[src/rtl/fscr_pkg.sv]
`timescale 1ns / 1ps
`default_nettype none
// ----------------------------------------------------------------------------
// Four-stop colour ramp: shared types and constants
// Field widths, the queue item type and the fixed ramp stop table.
// ----------------------------------------------------------------------------
package fscr_pkg;

   // Width of the maximum depth register.
   localparam int LEVEL_W    = 15;
   // Width of three times a clamped depth.
   localparam int SCALED_W   = LEVEL_W + 2;
   // Quotient of (3 * depth * 65536) / level: two segment bits and 16 fraction bits.
   localparam int FRAC_W     = 16;
   localparam int QUO_W      = FRAC_W + 2;
   // Colour channels are unsigned Q1.15.
   localparam int COLOUR_W   = 16;
   localparam int RAMP_STOPS = 4;
   localparam int CHANNELS   = 3;
   // Signed product of a stop delta and an unsigned Q1.16 fraction.
   localparam int PROD_W     = (COLOUR_W + 1) + (FRAC_W + 2);
   // Decoupling queue between front and back.
   localparam int QUEUE_DEPTH = 4;
   localparam int QUEUE_PTR_W = 2;

   // Channel positions within a stop.
   localparam int CH_RED   = 0;
   localparam int CH_GREEN = 1;
   localparam int CH_BLUE  = 2;

   typedef logic [COLOUR_W-1:0] colour_type;

   // One classified request on its way from front to back.
   typedef struct packed {
      logic                max_zero;
      logic [SCALED_W-1:0] scaled;
   } ramp_item_type;

   // Stops in Q1.15: azure, teal, gold, coral.
   localparam colour_type RAMP_STOP [RAMP_STOPS][CHANNELS] = '{
      '{16'd5243,  16'd17039, 16'd31457},
      '{16'd7209,  16'd26214, 16'd24904},
      '{16'd32113, 16'd26214, 16'd10486},
      '{16'd32768, 16'd14418, 16'd9830}
   };

endpackage
`default_nettype wire

[src/rtl/fscr_if.sv]
`timescale 1ns / 1ps
`default_nettype none
// ----------------------------------------------------------------------------
// Four-stop colour ramp: channel interfaces
// Valid/ready channels for depth requests, colour responses and the
// maximum depth register write.
// ----------------------------------------------------------------------------

// Depth request channel.
interface fscr_req_if #(parameter int DEPTH_BITS = 16);
   logic                         valid;
   logic                         ready;
   logic signed [DEPTH_BITS-1:0] depth_in;

   modport source (output valid, output depth_in, input ready);
   modport sink   (input valid, input depth_in, output ready);
endinterface

// Colour response channel.
interface fscr_rsp_if;
   import fscr_pkg::*;
   logic       valid;
   logic       ready;
   colour_type red;
   colour_type green;
   colour_type blue;

   modport source (output valid, output red, output green, output blue, input ready);
   modport sink   (input valid, input red, input green, input blue, output ready);
endinterface

// Maximum depth register write channel.
interface fscr_csr_if;
   import fscr_pkg::*;
   logic               valid;
   logic               ready;
   logic [LEVEL_W-1:0] deepest_level;

   modport source (output valid, output deepest_level, input ready);
   modport sink   (input valid, input deepest_level, output ready);
endinterface
`default_nettype wire

[src/rtl/fscr_front.sv]
`timescale 1ns / 1ps
`default_nettype none
// ----------------------------------------------------------------------------
// Four-stop colour ramp: front end
// Holds the maximum depth register, accepts depth requests, clamps them and
// forms three times the depth for the divider.
// ----------------------------------------------------------------------------
module fscr_front #(
   parameter int DEPTH_BITS = 16
) (
   input  logic                            clock,
   input  logic                            reset,
   fscr_req_if.sink                        req_if,
   fscr_csr_if.sink                        csr_if,
   output logic [fscr_pkg::LEVEL_W-1:0]    level,
   output logic                            item_valid,
   input  logic                            item_ready,
   output fscr_pkg::ramp_item_type         item
);
   import fscr_pkg::*;

   localparam int CMP_W = (DEPTH_BITS > LEVEL_W) ? DEPTH_BITS : LEVEL_W;

   logic [LEVEL_W-1:0]  level_ff;
   logic                valid_ff;
   logic                valid_in;
   ramp_item_type       item_ff;
   ramp_item_type       item_in;
   logic                accept;
   logic                negative;
   logic [CMP_W-1:0]    raw_ext;
   logic [CMP_W-1:0]    level_ext;
   logic [LEVEL_W-1:0]  clamped;
   logic [SCALED_W-1:0] clamped_ext;

   // The register takes a write in any cycle outside reset.
   assign csr_if.ready = !reset;
   assign level        = level_ff;

   // The output register frees up whenever the queue takes its request.
   assign req_if.ready = !reset && (!valid_ff || item_ready);
   assign accept       = req_if.valid && req_if.ready;

   // Clamp the depth into 0..level and scale it by three.
   always_comb begin
      negative  = req_if.depth_in[DEPTH_BITS-1];
      raw_ext   = CMP_W'($unsigned(req_if.depth_in));
      level_ext = CMP_W'(level_ff);
      if (negative) begin
         clamped = '0;
      end else if (raw_ext > level_ext) begin
         clamped = level_ff;
      end else begin
         clamped = raw_ext[LEVEL_W-1:0];
      end
      clamped_ext      = SCALED_W'(clamped);
      item_in.scaled   = (clamped_ext << 1) + clamped_ext;
      item_in.max_zero = (level_ff == '0);
      valid_in         = accept || (valid_ff && !item_ready);
   end

   always_ff @(posedge clock) begin
      if (reset) begin
         level_ff <= '0;
         valid_ff <= 1'b0;
      end else begin
         if (csr_if.valid) begin
            level_ff <= csr_if.deepest_level;
         end
         valid_ff <= valid_in;
      end
      if (accept) begin
         item_ff <= item_in;
      end
   end

   assign item_valid = valid_ff;
   assign item       = item_ff;

endmodule
`default_nettype wire

[src/rtl/fscr_queue.sv]
`timescale 1ns / 1ps
`default_nettype none
// ----------------------------------------------------------------------------
// Four-stop colour ramp: request queue
// A short first-in first-out queue that lets the front end and the back end
// stall independently of each other.
// ----------------------------------------------------------------------------
module fscr_queue (
   input  logic                    clock,
   input  logic                    reset,
   input  logic                    push_valid,
   output logic                    push_ready,
   input  fscr_pkg::ramp_item_type push_item,
   output logic                    pop_valid,
   input  logic                    pop_ready,
   output fscr_pkg::ramp_item_type pop_item
);
   import fscr_pkg::*;

   ramp_item_type          entries_ff [QUEUE_DEPTH];
   logic [QUEUE_PTR_W-1:0] wr_ptr_ff;
   logic [QUEUE_PTR_W-1:0] rd_ptr_ff;
   logic [QUEUE_PTR_W:0]   count_ff;
   logic [QUEUE_PTR_W:0]   count_in;
   logic                   push;
   logic                   pop;

   assign push_ready = (count_ff != (QUEUE_PTR_W+1)'(QUEUE_DEPTH));
   assign pop_valid  = (count_ff != '0);
   assign push       = push_valid && push_ready;
   assign pop        = pop_valid && pop_ready;
   assign pop_item   = entries_ff[rd_ptr_ff];

   // Occupancy follows pushes and pops.
   always_comb begin
      count_in = count_ff;
      if (push && !pop) begin
         count_in = count_ff + 1'b1;
      end else if (pop && !push) begin
         count_in = count_ff - 1'b1;
      end
   end

   always_ff @(posedge clock) begin
      if (reset) begin
         wr_ptr_ff <= '0;
         rd_ptr_ff <= '0;
         count_ff  <= '0;
      end else begin
         if (push) begin
            wr_ptr_ff <= wr_ptr_ff + 1'b1;
         end
         if (pop) begin
            rd_ptr_ff <= rd_ptr_ff + 1'b1;
         end
         count_ff <= count_in;
      end
      if (push) begin
         entries_ff[wr_ptr_ff] <= push_item;
      end
   end

endmodule
`default_nettype wire

[src/rtl/fscr_back.sv]
`timescale 1ns / 1ps
`default_nettype none
// ----------------------------------------------------------------------------
// Four-stop colour ramp: back end
// A pipelined restoring divider forms segment and fraction, one quotient bit
// per stage; then each channel is interpolated between its two stops.
// ----------------------------------------------------------------------------
module fscr_back (
   input  logic                          clock,
   input  logic                          reset,
   input  logic [fscr_pkg::LEVEL_W-1:0]  level,
   input  logic                          item_valid,
   output logic                          item_ready,
   input  fscr_pkg::ramp_item_type       item,
   fscr_rsp_if.source                    rsp_if
);
   import fscr_pkg::*;

   // Divider stage registers, one set per quotient bit.
   logic               div_vld_ff  [QUO_W];
   logic               div_zero_ff [QUO_W];
   logic [LEVEL_W-1:0] div_rem_ff  [QUO_W];
   logic [QUO_W-1:0]   div_dvd_ff  [QUO_W];
   logic [QUO_W-1:0]   div_quo_ff  [QUO_W];
   logic               div_vld_in  [QUO_W];
   logic               div_zero_in [QUO_W];
   logic [LEVEL_W-1:0] div_rem_in  [QUO_W];
   logic [QUO_W-1:0]   div_dvd_in  [QUO_W];
   logic [QUO_W-1:0]   div_quo_in  [QUO_W];

   // Multiply stage registers.
   logic                     mul_vld_ff;
   colour_type               mul_lo_ff   [CHANNELS];
   logic signed [PROD_W-1:0] mul_prod_ff [CHANNELS];
   colour_type               mul_lo_in   [CHANNELS];
   logic signed [PROD_W-1:0] mul_prod_in [CHANNELS];

   // Output register.
   logic       out_vld_ff;
   colour_type out_colour_ff [CHANNELS];
   colour_type out_colour_in [CHANNELS];

   logic                    advance;
   logic [1:0]              seg;
   logic [1:0]              seg_next;
   logic [FRAC_W:0]         frac;
   logic [QUO_W-1:0]        quo_last;
   logic signed [COLOUR_W:0] delta [CHANNELS];

   // The whole back end moves together whenever the output register can take
   // a new response.
   assign advance    = !out_vld_ff || rsp_if.ready;
   assign item_ready = advance;

   // One restoring division step per stage on (3 * depth) << 16.
   always_comb begin
      logic               vld_q;
      logic               zero_q;
      logic [LEVEL_W-1:0] rem_q;
      logic [QUO_W-1:0]   dvd_q;
      logic [QUO_W-1:0]   quo_q;
      logic [LEVEL_W:0]   trial;
      logic               fits;
      for (int k = 0; k < QUO_W; k++) begin
         if (k == 0) begin
            vld_q  = item_valid;
            zero_q = item.max_zero;
            rem_q  = item.scaled[SCALED_W-1:2];
            dvd_q  = {item.scaled[1:0], {FRAC_W{1'b0}}};
            quo_q  = '0;
         end else begin
            vld_q  = div_vld_ff[k-1];
            zero_q = div_zero_ff[k-1];
            rem_q  = div_rem_ff[k-1];
            dvd_q  = div_dvd_ff[k-1];
            quo_q  = div_quo_ff[k-1];
         end
         trial          = {rem_q, dvd_q[QUO_W-1]};
         fits           = (trial >= {1'b0, level});
         div_vld_in[k]  = vld_q;
         div_zero_in[k] = zero_q;
         div_rem_in[k]  = fits ? LEVEL_W'(trial - {1'b0, level}) : trial[LEVEL_W-1:0];
         div_dvd_in[k]  = dvd_q << 1;
         div_quo_in[k]  = {quo_q[QUO_W-2:0], fits};
      end
   end

   // Segment and fraction, with the ramp end and an empty range folded in.
   always_comb begin
      quo_last = div_quo_ff[QUO_W-1];
      seg      = quo_last[QUO_W-1:FRAC_W];
      frac     = {1'b0, quo_last[FRAC_W-1:0]};
      if (div_zero_ff[QUO_W-1]) begin
         seg  = 2'd0;
         frac = '0;
      end else if (seg == 2'd3) begin
         seg  = 2'd2;
         frac = {1'b1, {FRAC_W{1'b0}}};
      end
      seg_next = seg + 2'd1;
      for (int ch = 0; ch < CHANNELS; ch++) begin
         mul_lo_in[ch]   = RAMP_STOP[seg][ch];
         delta[ch]       = $signed({1'b0, RAMP_STOP[seg_next][ch]})
                           - $signed({1'b0, RAMP_STOP[seg][ch]});
         mul_prod_in[ch] = PROD_W'(delta[ch]) * PROD_W'($signed({1'b0, frac}));
      end
   end

   // Add the floored scaled delta to the lower stop.
   always_comb begin
      logic signed [COLOUR_W+1:0] sum;
      for (int ch = 0; ch < CHANNELS; ch++) begin
         sum = $signed({2'b00, mul_lo_ff[ch]})
               + (COLOUR_W+2)'(mul_prod_ff[ch][FRAC_W+COLOUR_W:FRAC_W]);
         out_colour_in[ch] = sum[COLOUR_W-1:0];
      end
   end

   always_ff @(posedge clock) begin
      if (reset) begin
         for (int k = 0; k < QUO_W; k++) begin
            div_vld_ff[k] <= 1'b0;
         end
         mul_vld_ff <= 1'b0;
         out_vld_ff <= 1'b0;
      end else if (advance) begin
         for (int k = 0; k < QUO_W; k++) begin
            div_vld_ff[k] <= div_vld_in[k];
         end
         mul_vld_ff <= div_vld_ff[QUO_W-1];
         out_vld_ff <= mul_vld_ff;
      end
      if (advance) begin
         for (int k = 0; k < QUO_W; k++) begin
            div_zero_ff[k] <= div_zero_in[k];
            div_rem_ff[k]  <= div_rem_in[k];
            div_dvd_ff[k]  <= div_dvd_in[k];
            div_quo_ff[k]  <= div_quo_in[k];
         end
         for (int ch = 0; ch < CHANNELS; ch++) begin
            mul_lo_ff[ch]     <= mul_lo_in[ch];
            mul_prod_ff[ch]   <= mul_prod_in[ch];
            out_colour_ff[ch] <= out_colour_in[ch];
         end
      end
   end

   assign rsp_if.valid = out_vld_ff;
   assign rsp_if.red   = out_colour_ff[CH_RED];
   assign rsp_if.green = out_colour_ff[CH_GREEN];
   assign rsp_if.blue  = out_colour_ff[CH_BLUE];

endmodule
`default_nettype wire

[src/rtl/four_stop_color_ramp.sv]
`timescale 1ns / 1ps
`default_nettype none
// ----------------------------------------------------------------------------
// Four-stop colour ramp
// Maps a call depth to an RGB colour on a fixed azure-teal-gold-coral ramp.
//
// Channels: req_if takes one signed depth per request; rsp_if returns one
// red/green/blue colour in Q1.15 per request, in order; csr_if writes the
// maximum depth, and is ready in every cycle outside reset.
// The path of a request, given no stall: the front register (loaded at the
// accepting edge), one queue slot, 18 divider stages (one quotient bit each),
// a multiply stage and the output register, whose edge makes the response valid.
// Throughput: one request per cycle while the receiver does not stall, set
// by the fully pipelined divider.
// Reset clears the maximum depth to zero and empties every stage and the
// queue; the block takes requests in the cycle after reset falls.
// When the receiver stalls, the back end holds in place and the four-entry
// queue and front register keep filling; req_if.ready falls only once they
// are full. The maximum depth must only change while the block is empty.
// ----------------------------------------------------------------------------
module four_stop_color_ramp #(
   parameter int DEPTH_BITS = 16
) (
   input  logic        clock,
   input  logic        reset,
   fscr_req_if.sink    req_if,
   fscr_rsp_if.source  rsp_if,
   fscr_csr_if.sink    csr_if
);
   import fscr_pkg::*;

   logic [LEVEL_W-1:0] level;
   logic               front_valid;
   logic               front_ready;
   ramp_item_type      front_item;
   logic               queue_valid;
   logic               queue_ready;
   ramp_item_type      queue_item;

   // Accept, clamp and scale requests.
   fscr_front #(
      .DEPTH_BITS (DEPTH_BITS)
   ) u_front (
      .clock      (clock),
      .reset      (reset),
      .req_if     (req_if),
      .csr_if     (csr_if),
      .level      (level),
      .item_valid (front_valid),
      .item_ready (front_ready),
      .item       (front_item)
   );

   // Decouple front and back.
   fscr_queue u_queue (
      .clock      (clock),
      .reset      (reset),
      .push_valid (front_valid),
      .push_ready (front_ready),
      .push_item  (front_item),
      .pop_valid  (queue_valid),
      .pop_ready  (queue_ready),
      .pop_item   (queue_item)
   );

   // Divide and interpolate.
   fscr_back u_back (
      .clock      (clock),
      .reset      (reset),
      .level      (level),
      .item_valid (queue_valid),
      .item_ready (queue_ready),
      .item       (queue_item),
      .rsp_if     (rsp_if)
   );

endmodule
`default_nettype wire
[src/flat_wrapper.sv]
// flat-port wrapper written by rule: the top's interface ports become plain ports
module four_stop_color_ramp_flat import fscr_pkg::*;
#(
   parameter int DEPTH_BITS = 16
)
  (clock, reset, req_if_valid, req_if_depth_in, req_if_ready, rsp_if_valid, rsp_if_red, rsp_if_green, rsp_if_blue, rsp_if_ready, csr_if_valid, csr_if_deepest_level, csr_if_ready);
  fscr_req_if #(.DEPTH_BITS(DEPTH_BITS)) req_if_i ();
  fscr_rsp_if rsp_if_i ();
  fscr_csr_if csr_if_i ();
  input  logic clock;
  input  logic reset;
  input wire logic [$bits(req_if_i.valid)-1:0] req_if_valid;
  input wire logic [$bits(req_if_i.depth_in)-1:0] req_if_depth_in;
  output wire logic [$bits(req_if_i.ready)-1:0] req_if_ready;
  output wire logic [$bits(rsp_if_i.valid)-1:0] rsp_if_valid;
  output wire logic [$bits(rsp_if_i.red)-1:0] rsp_if_red;
  output wire logic [$bits(rsp_if_i.green)-1:0] rsp_if_green;
  output wire logic [$bits(rsp_if_i.blue)-1:0] rsp_if_blue;
  input wire logic [$bits(rsp_if_i.ready)-1:0] rsp_if_ready;
  input wire logic [$bits(csr_if_i.valid)-1:0] csr_if_valid;
  input wire logic [$bits(csr_if_i.deepest_level)-1:0] csr_if_deepest_level;
  output wire logic [$bits(csr_if_i.ready)-1:0] csr_if_ready;
  assign req_if_i.valid = req_if_valid;
  assign req_if_i.depth_in = req_if_depth_in;
  assign req_if_ready = req_if_i.ready;
  assign rsp_if_valid = rsp_if_i.valid;
  assign rsp_if_red = rsp_if_i.red;
  assign rsp_if_green = rsp_if_i.green;
  assign rsp_if_blue = rsp_if_i.blue;
  assign rsp_if_i.ready = rsp_if_ready;
  assign csr_if_i.valid = csr_if_valid;
  assign csr_if_i.deepest_level = csr_if_deepest_level;
  assign csr_if_ready = csr_if_i.ready;
  four_stop_color_ramp #(.DEPTH_BITS(DEPTH_BITS)) u_core (.clock(clock), .reset(reset), .req_if(req_if_i), .rsp_if(rsp_if_i), .csr_if(csr_if_i));
endmodule
[config.mk]
export PLATFORM = sky130hd
export DESIGN_NAME = four_stop_color_ramp_flat
export DESIGN_NICKNAME = d
export VERILOG_FILES = /design/src/rtl/fscr_pkg.sv /design/src/rtl/fscr_if.sv /design/src/rtl/fscr_front.sv /design/src/rtl/fscr_queue.sv /design/src/rtl/fscr_back.sv /design/src/rtl/four_stop_color_ramp.sv /design/src/flat_wrapper.sv
export SDC_FILE = /design/constraint.sdc
export NUM_CORES = 2
export LEC_CHECK = 0
export BUFFER_PORTS_ARGS = -buffer_cell sky130_fd_sc_hd__buf_4
export CORE_ASPECT_RATIO = 1.5
export CORE_MARGIN = 2
export CORE_UTILIZATION = 35
export DETAILED_ROUTE_END_ITERATION = 12
export PLACE_DENSITY_LB_ADDON = 0.12
export SLEW_MARGIN = 40
export SYNTH_ARGS = -nofsm -noshare
export SYNTH_HDL_FRONTEND = slang
export SYNTH_SLANG_ARGS = --single-unit
[constraint.sdc]
create_clock -name clock -period 27.7 [get_ports clock]
set_clock_uncertainty 0.1 [all_clocks]
set_input_delay 5.54 -clock clock [delete_from_list [all_inputs] [get_ports clock]]
set_output_delay 5.54 -clock clock [all_outputs]
set_load 0.1 [all_outputs]
# Word level (Yosys, flattened, before mapping)
# Memories as Yosys holds them, arrays and structs flattened. A register that Yosys moved wholly into a read port is not among the register bits.
# Index checks and enable logic that the tools add are counted.
word_totals:
  ramBits: 1209
  memories: 9
  elab_cells: 172
  output_inout_bits: 51
  regBits: 42
classes:
  muxes: 60
  reduce_logical: 19
  magnitude_cmp: 21
  bitwise_logic: 20
  n_eq_ne: 2
  multipliers: 3
  add_sub_neg: 30
mem_list:
  columns: ["name", "words", "word_bits", "read_ports", "rd_ports_with_merged_regs", "wr", "line", "source"]
  rows:
  - ["u_core.u_back.div_quo_ff", 18, 18, 18, 0, 18, "fscr_back.sv:24", "logic [QUO_W-1:0] div_quo_ff [QUO_W];"]
  - ["u_core.u_back.div_dvd_ff", 18, 17, 17, 0, 18, "fscr_back.sv:23", "logic [QUO_W-1:0] div_dvd_ff [QUO_W];"]
  - ["u_core.u_back.div_rem_ff", 18, 15, 17, 0, 18, "fscr_back.sv:22", "logic [LEVEL_W-1:0] div_rem_ff [QUO_W];"]
  - ["u_core.u_back.mul_prod_ff", 3, 35, 3, 0, 3, "fscr_back.sv:34", "logic signed [PROD_W-1:0] mul_prod_ff [CHANNELS];"]
  - ["u_core.u_queue.entries_ff", 4, 18, 1, 1, 1, "fscr_queue.sv:20", "ramp_item_type entries_ff [QUEUE_DEPTH];"]
  - ["u_core.u_back.mul_lo_ff", 3, 16, 3, 0, 3, "fscr_back.sv:33", "colour_type mul_lo_ff [CHANNELS];"]
  - ["3 more memories", null, null, null, null, null, null, null]
ops:
  columns: ["operator", "count"]
  rows:
  - ["15-bit 2-to-1 mux", 20]
  - ["16-bit by 15-bit greater-or-equal comparator with 1-bit output", 18]
  - ["15-bit subtractor", 18]
  - ["48-bit binary-select mux with 2-bit select", 2]
  - ["48-bit 2-to-1 mux", 4]
  - ["17-bit by 18-bit multiplier with 35-bit output", 3]
  - ["16-bit by 16-bit subtractor with 17-bit output", 3]
  - ["16-bit adder", 3]
  - ["17-bit 2-to-1 mux", 2]
  - ["1-bit 2-to-1 mux", 26]
  - ["1-bit bitwise OR", 18]
  - ["16-bit by 15-bit adder with 17-bit output", 1]
  - ["16-bit by 15-bit > comparator with 1-bit output", 1]
  - ["15-bit logical NOT", 1]
  - ["2-bit 2-to-1 mux", 4]
  - ["1-bit logical AND", 7]
  - ["2-bit by 1-bit adder with 2-bit output (second input constant)", 3]
  - ["3-bit greater-or-equal comparator (second input constant)", 2]
  - ["1-bit logical NOT", 6]
  - ["3-bit 2-to-1 mux", 2]
  - ["2-bit NOT with 3-bit output", 2]
  - ["3-bit by 1-bit adder with 3-bit output (second input constant)", 1]
  - ["1-bit logical OR", 3]
  - ["3-bit inequality test (second input constant)", 1]
  - ["4 further kinds", 4]

# Depth between registers and ports, before layout
# An unclocked memory read counts as a cell.
depth:
  word_depth: 11
  ltp_mapped: 37
  depth_no_buf: 31

# By module
# Synthesis repeated with hierarchy kept, for this count alone.
hier_totals:
  cells_unflattened: 6172
  hier_area_um2: 65192.5
modules_own_cells:
  columns: ["mod", "area_per_inst_um2", "cells_each", "n_inst"]
  rows:
  - ["fscr_back", 59095.4, 5687, 1]
  - ["fscr_queue", 3119.2, 142, 1]
  - ["fscr_front", 2977.9, 343, 1]

# Worst setup path before layout
# No wires, ideal clock.
synth_timing:
  path_type: "in2reg"
  from: "input port rsp_if_ready"
  to: "memory u_core.u_back.div_vld_ff[10] (data pin)"
  stages: 5
  t_arrival_ps: 22097
  required_ps: 27354
  path_buffers: 2
  path_slack_ps: 5257
  setup_ps: 246
  cell_sequence: "nor2b_1 inv_1 clkbuf_1 clkbuf_1 and3_1"
synth_lines:
  columns: ["element", "line", "source"]
  rows:
  - ["start, declared", "flat_wrapper.sv:19", "input wire logic [$bits(rsp_if_i.ready)-1:0] rsp_if_ready;"]
  - ["end, declared", "fscr_back.sv:20", "logic div_vld_ff [QUO_W];"]

# Worst setup path in the final report
layout_timing:
  from: "input port reset"
  to: "output port csr_if_ready"
layout_via:
  elab_chain_cells: 1
layout_rtl:
  columns: ["element", "line", "source"]
  rows:
  - ["start, declared", "flat_wrapper.sv:11", "input logic reset;"]
  - ["1-bit logical NOT", "fscr_front.sv:37", "assign csr_if.ready = !reset;"]
  - ["end, declared", "flat_wrapper.sv:22", "output wire logic [$bits(csr_if_i.ready)-1:0] csr_if_ready;"]
# Every way passes these cells.

==> flow_summary.yaml <==
die:
  io_pins: 87
  dieArea_sq_um: 184000
  start_util: 0.351
  fp.dieW_um: 351
  core_region_area_sq_um: 180000
  chipHeight_um: 525
  rows: 191
logic_synthesis:
  synth_top_cell_by_area: "edfxtp_1"
  synth_edf_count: 661
  synth_area_per_cell_sq_um: 10.8
  yosysTopAreaCellShare: 0.314
  async_flop_share: 0
  netlist_instances: 5883
  yosysWarnings: 0
  ys.flop_type: "edfxtp_1"
  synthesis.area_sq_um: 63200
  ys_ff_latch: 688
  seq_area_frac_synth: 0.322
  yosys-top-cells-area: "edfxtp_1, fa_1, ha_1"
  ys_types: 91
finish:
  nNetsFinal: 7449
  area_delta_synth_final_pct: 10.5
  final_area_sq_um: 69900
  drive_gt1_frac: 0.0817
timing:
  fin_crit_ns: 12.16
  final_max_slew_viol_count: 0
  max_slew_margin: 0.366
  setup_violations: 0
  fin_ws_ns: 15.54
  tightest_slew_ns: 0.947
  rsz0062_at_grt: "no"
  setup_tns_ns: 0
  finalHoldViolCount: 0
  fin_crit_sh: 0.439
  fmax_ghz: 0.0822
setup_path:
  critPathKind: "in -> out"
  arrival_ns: 6.52
  endpoint_kind: "output pin"
  required_ns: 22.06
  start_kind: "primary input"
  cp_max_fo: 29
  rr_worst_depth: 32
global_routing:
  antenna_found_initial: 1
  grt_pass1_wl_um: 285000
  gr-total-overflow: 0
  track_usage: 0.212
  grt_max_degree: 98
  grt_pass1_vias: 45900
clock_tree:
  clockBufferDepth: 3
  cts_max_level: 3
  cts_root_buffer: "clkbuf_16"
  clkSlewWorstSetupHoldPaths_ns: 0.08
  cts_buffers: 77
  post-cts-setup-buffers: 0
  cts_tree: "done"
  hold_buffers: 0
  cts_resized: 0
  numClockSinks: 688
  clock_latency_ns: 0.70
place:
  pre_cts_ws_ns: 15.52
  place_congestion: 0.949
  port_buffers: 86
  place_area_sq_um: 67300
  dpl.hpwl_um: 152000
flow_run:
  maxCapViolCount: 0
routing:
  detail-route-antenna-nets: 0
  drc: 0
  drtIter0Drc: 2091
  totalWireLength_um: 191000
  post_drt_wl_per_cell_um: 22.4
  viasPerCell: 4.97
  drtPass1Iterations: 6
  via_count: 42300
worst_hold_path:
  hold_depth: 0
  hold_class: "reg -> reg"
status:
  status: "complete, no violations"
==> cell usage after synthesis (all sizes together), types with 75 or more instances <==
cell type,number
a21o,75
a21oi,203
clkbuf,79
edfxtp,661
fa,690
ha,673
inv,1155
mux2,107
nand2,426
nor2,420
nor2b,82
nor3,88
o21ai,216
xnor2,179
xor2,86
==> cells in the final DEF (no fill, tap or decap), drive strengths merged, types with 30 or more instances in the layout <==
cell type	Yosys	final
xnor2	179	179
o31ai	30	30
ha	673	673
nor2	420	420
and2	39	39
fa	690	690
clkinv	4	32
nand2b	59	59
clkbuf	79	89
o21ai	216	216
edfxtp	661	661
a21oi	203	203
buf	40	173
nor3	88	88
inv	1155	1163
xor2	86	86
mux2i	49	49
nor2b	82	82
a211oi	33	33
nand2	426	426
and3	36	36
conb	2	36
o21a	60	60
nand3	42	42
mux2	107	107
a21o	75	75
a21boi	44	44
nand4	52	52
==> area by class of cell <==
class                      count  area [sq um]
fill                       17900        110000
timing repair buffer         173          1350
antenna                        3          7.51
inverter                    1159          4360
clock buffer                  89          2010
sequential                   688         20400
clock inverter                50           579
multi-input combinational   3951         38200
tap                         2412          3020
==> sequential cells by signal, summed over array words and instances, names as in the netlist, 2 cells and up, named ones only <==
name,cells
u_core.u_back.div_quo_ff,171
u_core.u_back.div_rem_ff,255
u_core.u_back.div_vld_ff,18
u_core.u_back.div_zero_ff,18
u_core.u_back.mul_lo_ff,12
u_core.u_back.mul_prod_ff,48
u_core.u_back.out_colour_ff,48
u_core.u_front.item,18
u_core.u_front.level,15
u_core.u_queue.count_ff,3
u_core.u_queue.entries_ff,72
u_core.u_queue.rd_ptr_ff,2
u_core.u_queue.wr_ptr_ff,2
==> worst max-delay path: stages <==
cell	delay, ns
buf_4	0.21
inv_1	0.37
buf_4	0.38
==> metrics by stage <==
stage / hold WS, ns / util / cells
finish: 0.274 / 0.388 / 8525
global route: 0.281 / 0.388 / 8523
global placement: 0.301 / 0.373 / 8381
detailed placement: 0.305 / 0.374 / 8383
CTS: 0.260 / 0.388 / 8522
floorplan: 0.300 / - / 5917
==> cells by family after synthesis <==
group / Yosys count / share of synthesized area
flip-flops: 688 / 0.322
adder cells (fa/ha/maj): 1363 / 0.352
AO/OA/AOI/OAI: 781 / 0.0807
multiplexers: 172 / 0.0339
XOR/XNOR: 265 / 0.0367
other: 2 / 0.000119
AND/OR/NAND/NOR: 1334 / 0.0973
buffers and inverters: 1278 / 0.0774
==> worst paths after layout <==
path / from / to / slack [ns]
max: reset / csr_if_ready / 15.54
min reg2reg: u_core.u_back.div_quo_ff[16][10] / u_core.u_back.div_quo_ff[17][11] / 0.27
max reg2reg: u_core.u_back.div_quo_ff[17][16] / u_core.u_back.mul_prod_ff[0][100] / 17.78
min: u_core.u_back.div_quo_ff[16][10] / u_core.u_back.div_quo_ff[17][11] / 0.27
==> routing by layer <==
layer | GRT usage | routed length [um]
met3 | 0.0218 | 5570
met4 | 0.146 | 15500
met5 | 0 | 0
met1 | 0.205 | 63300
met2 | 0.411 | 107000
Power is not shown: default switching activity piles up to over one toggle a cycle in this logic, so the estimate is an artifact.
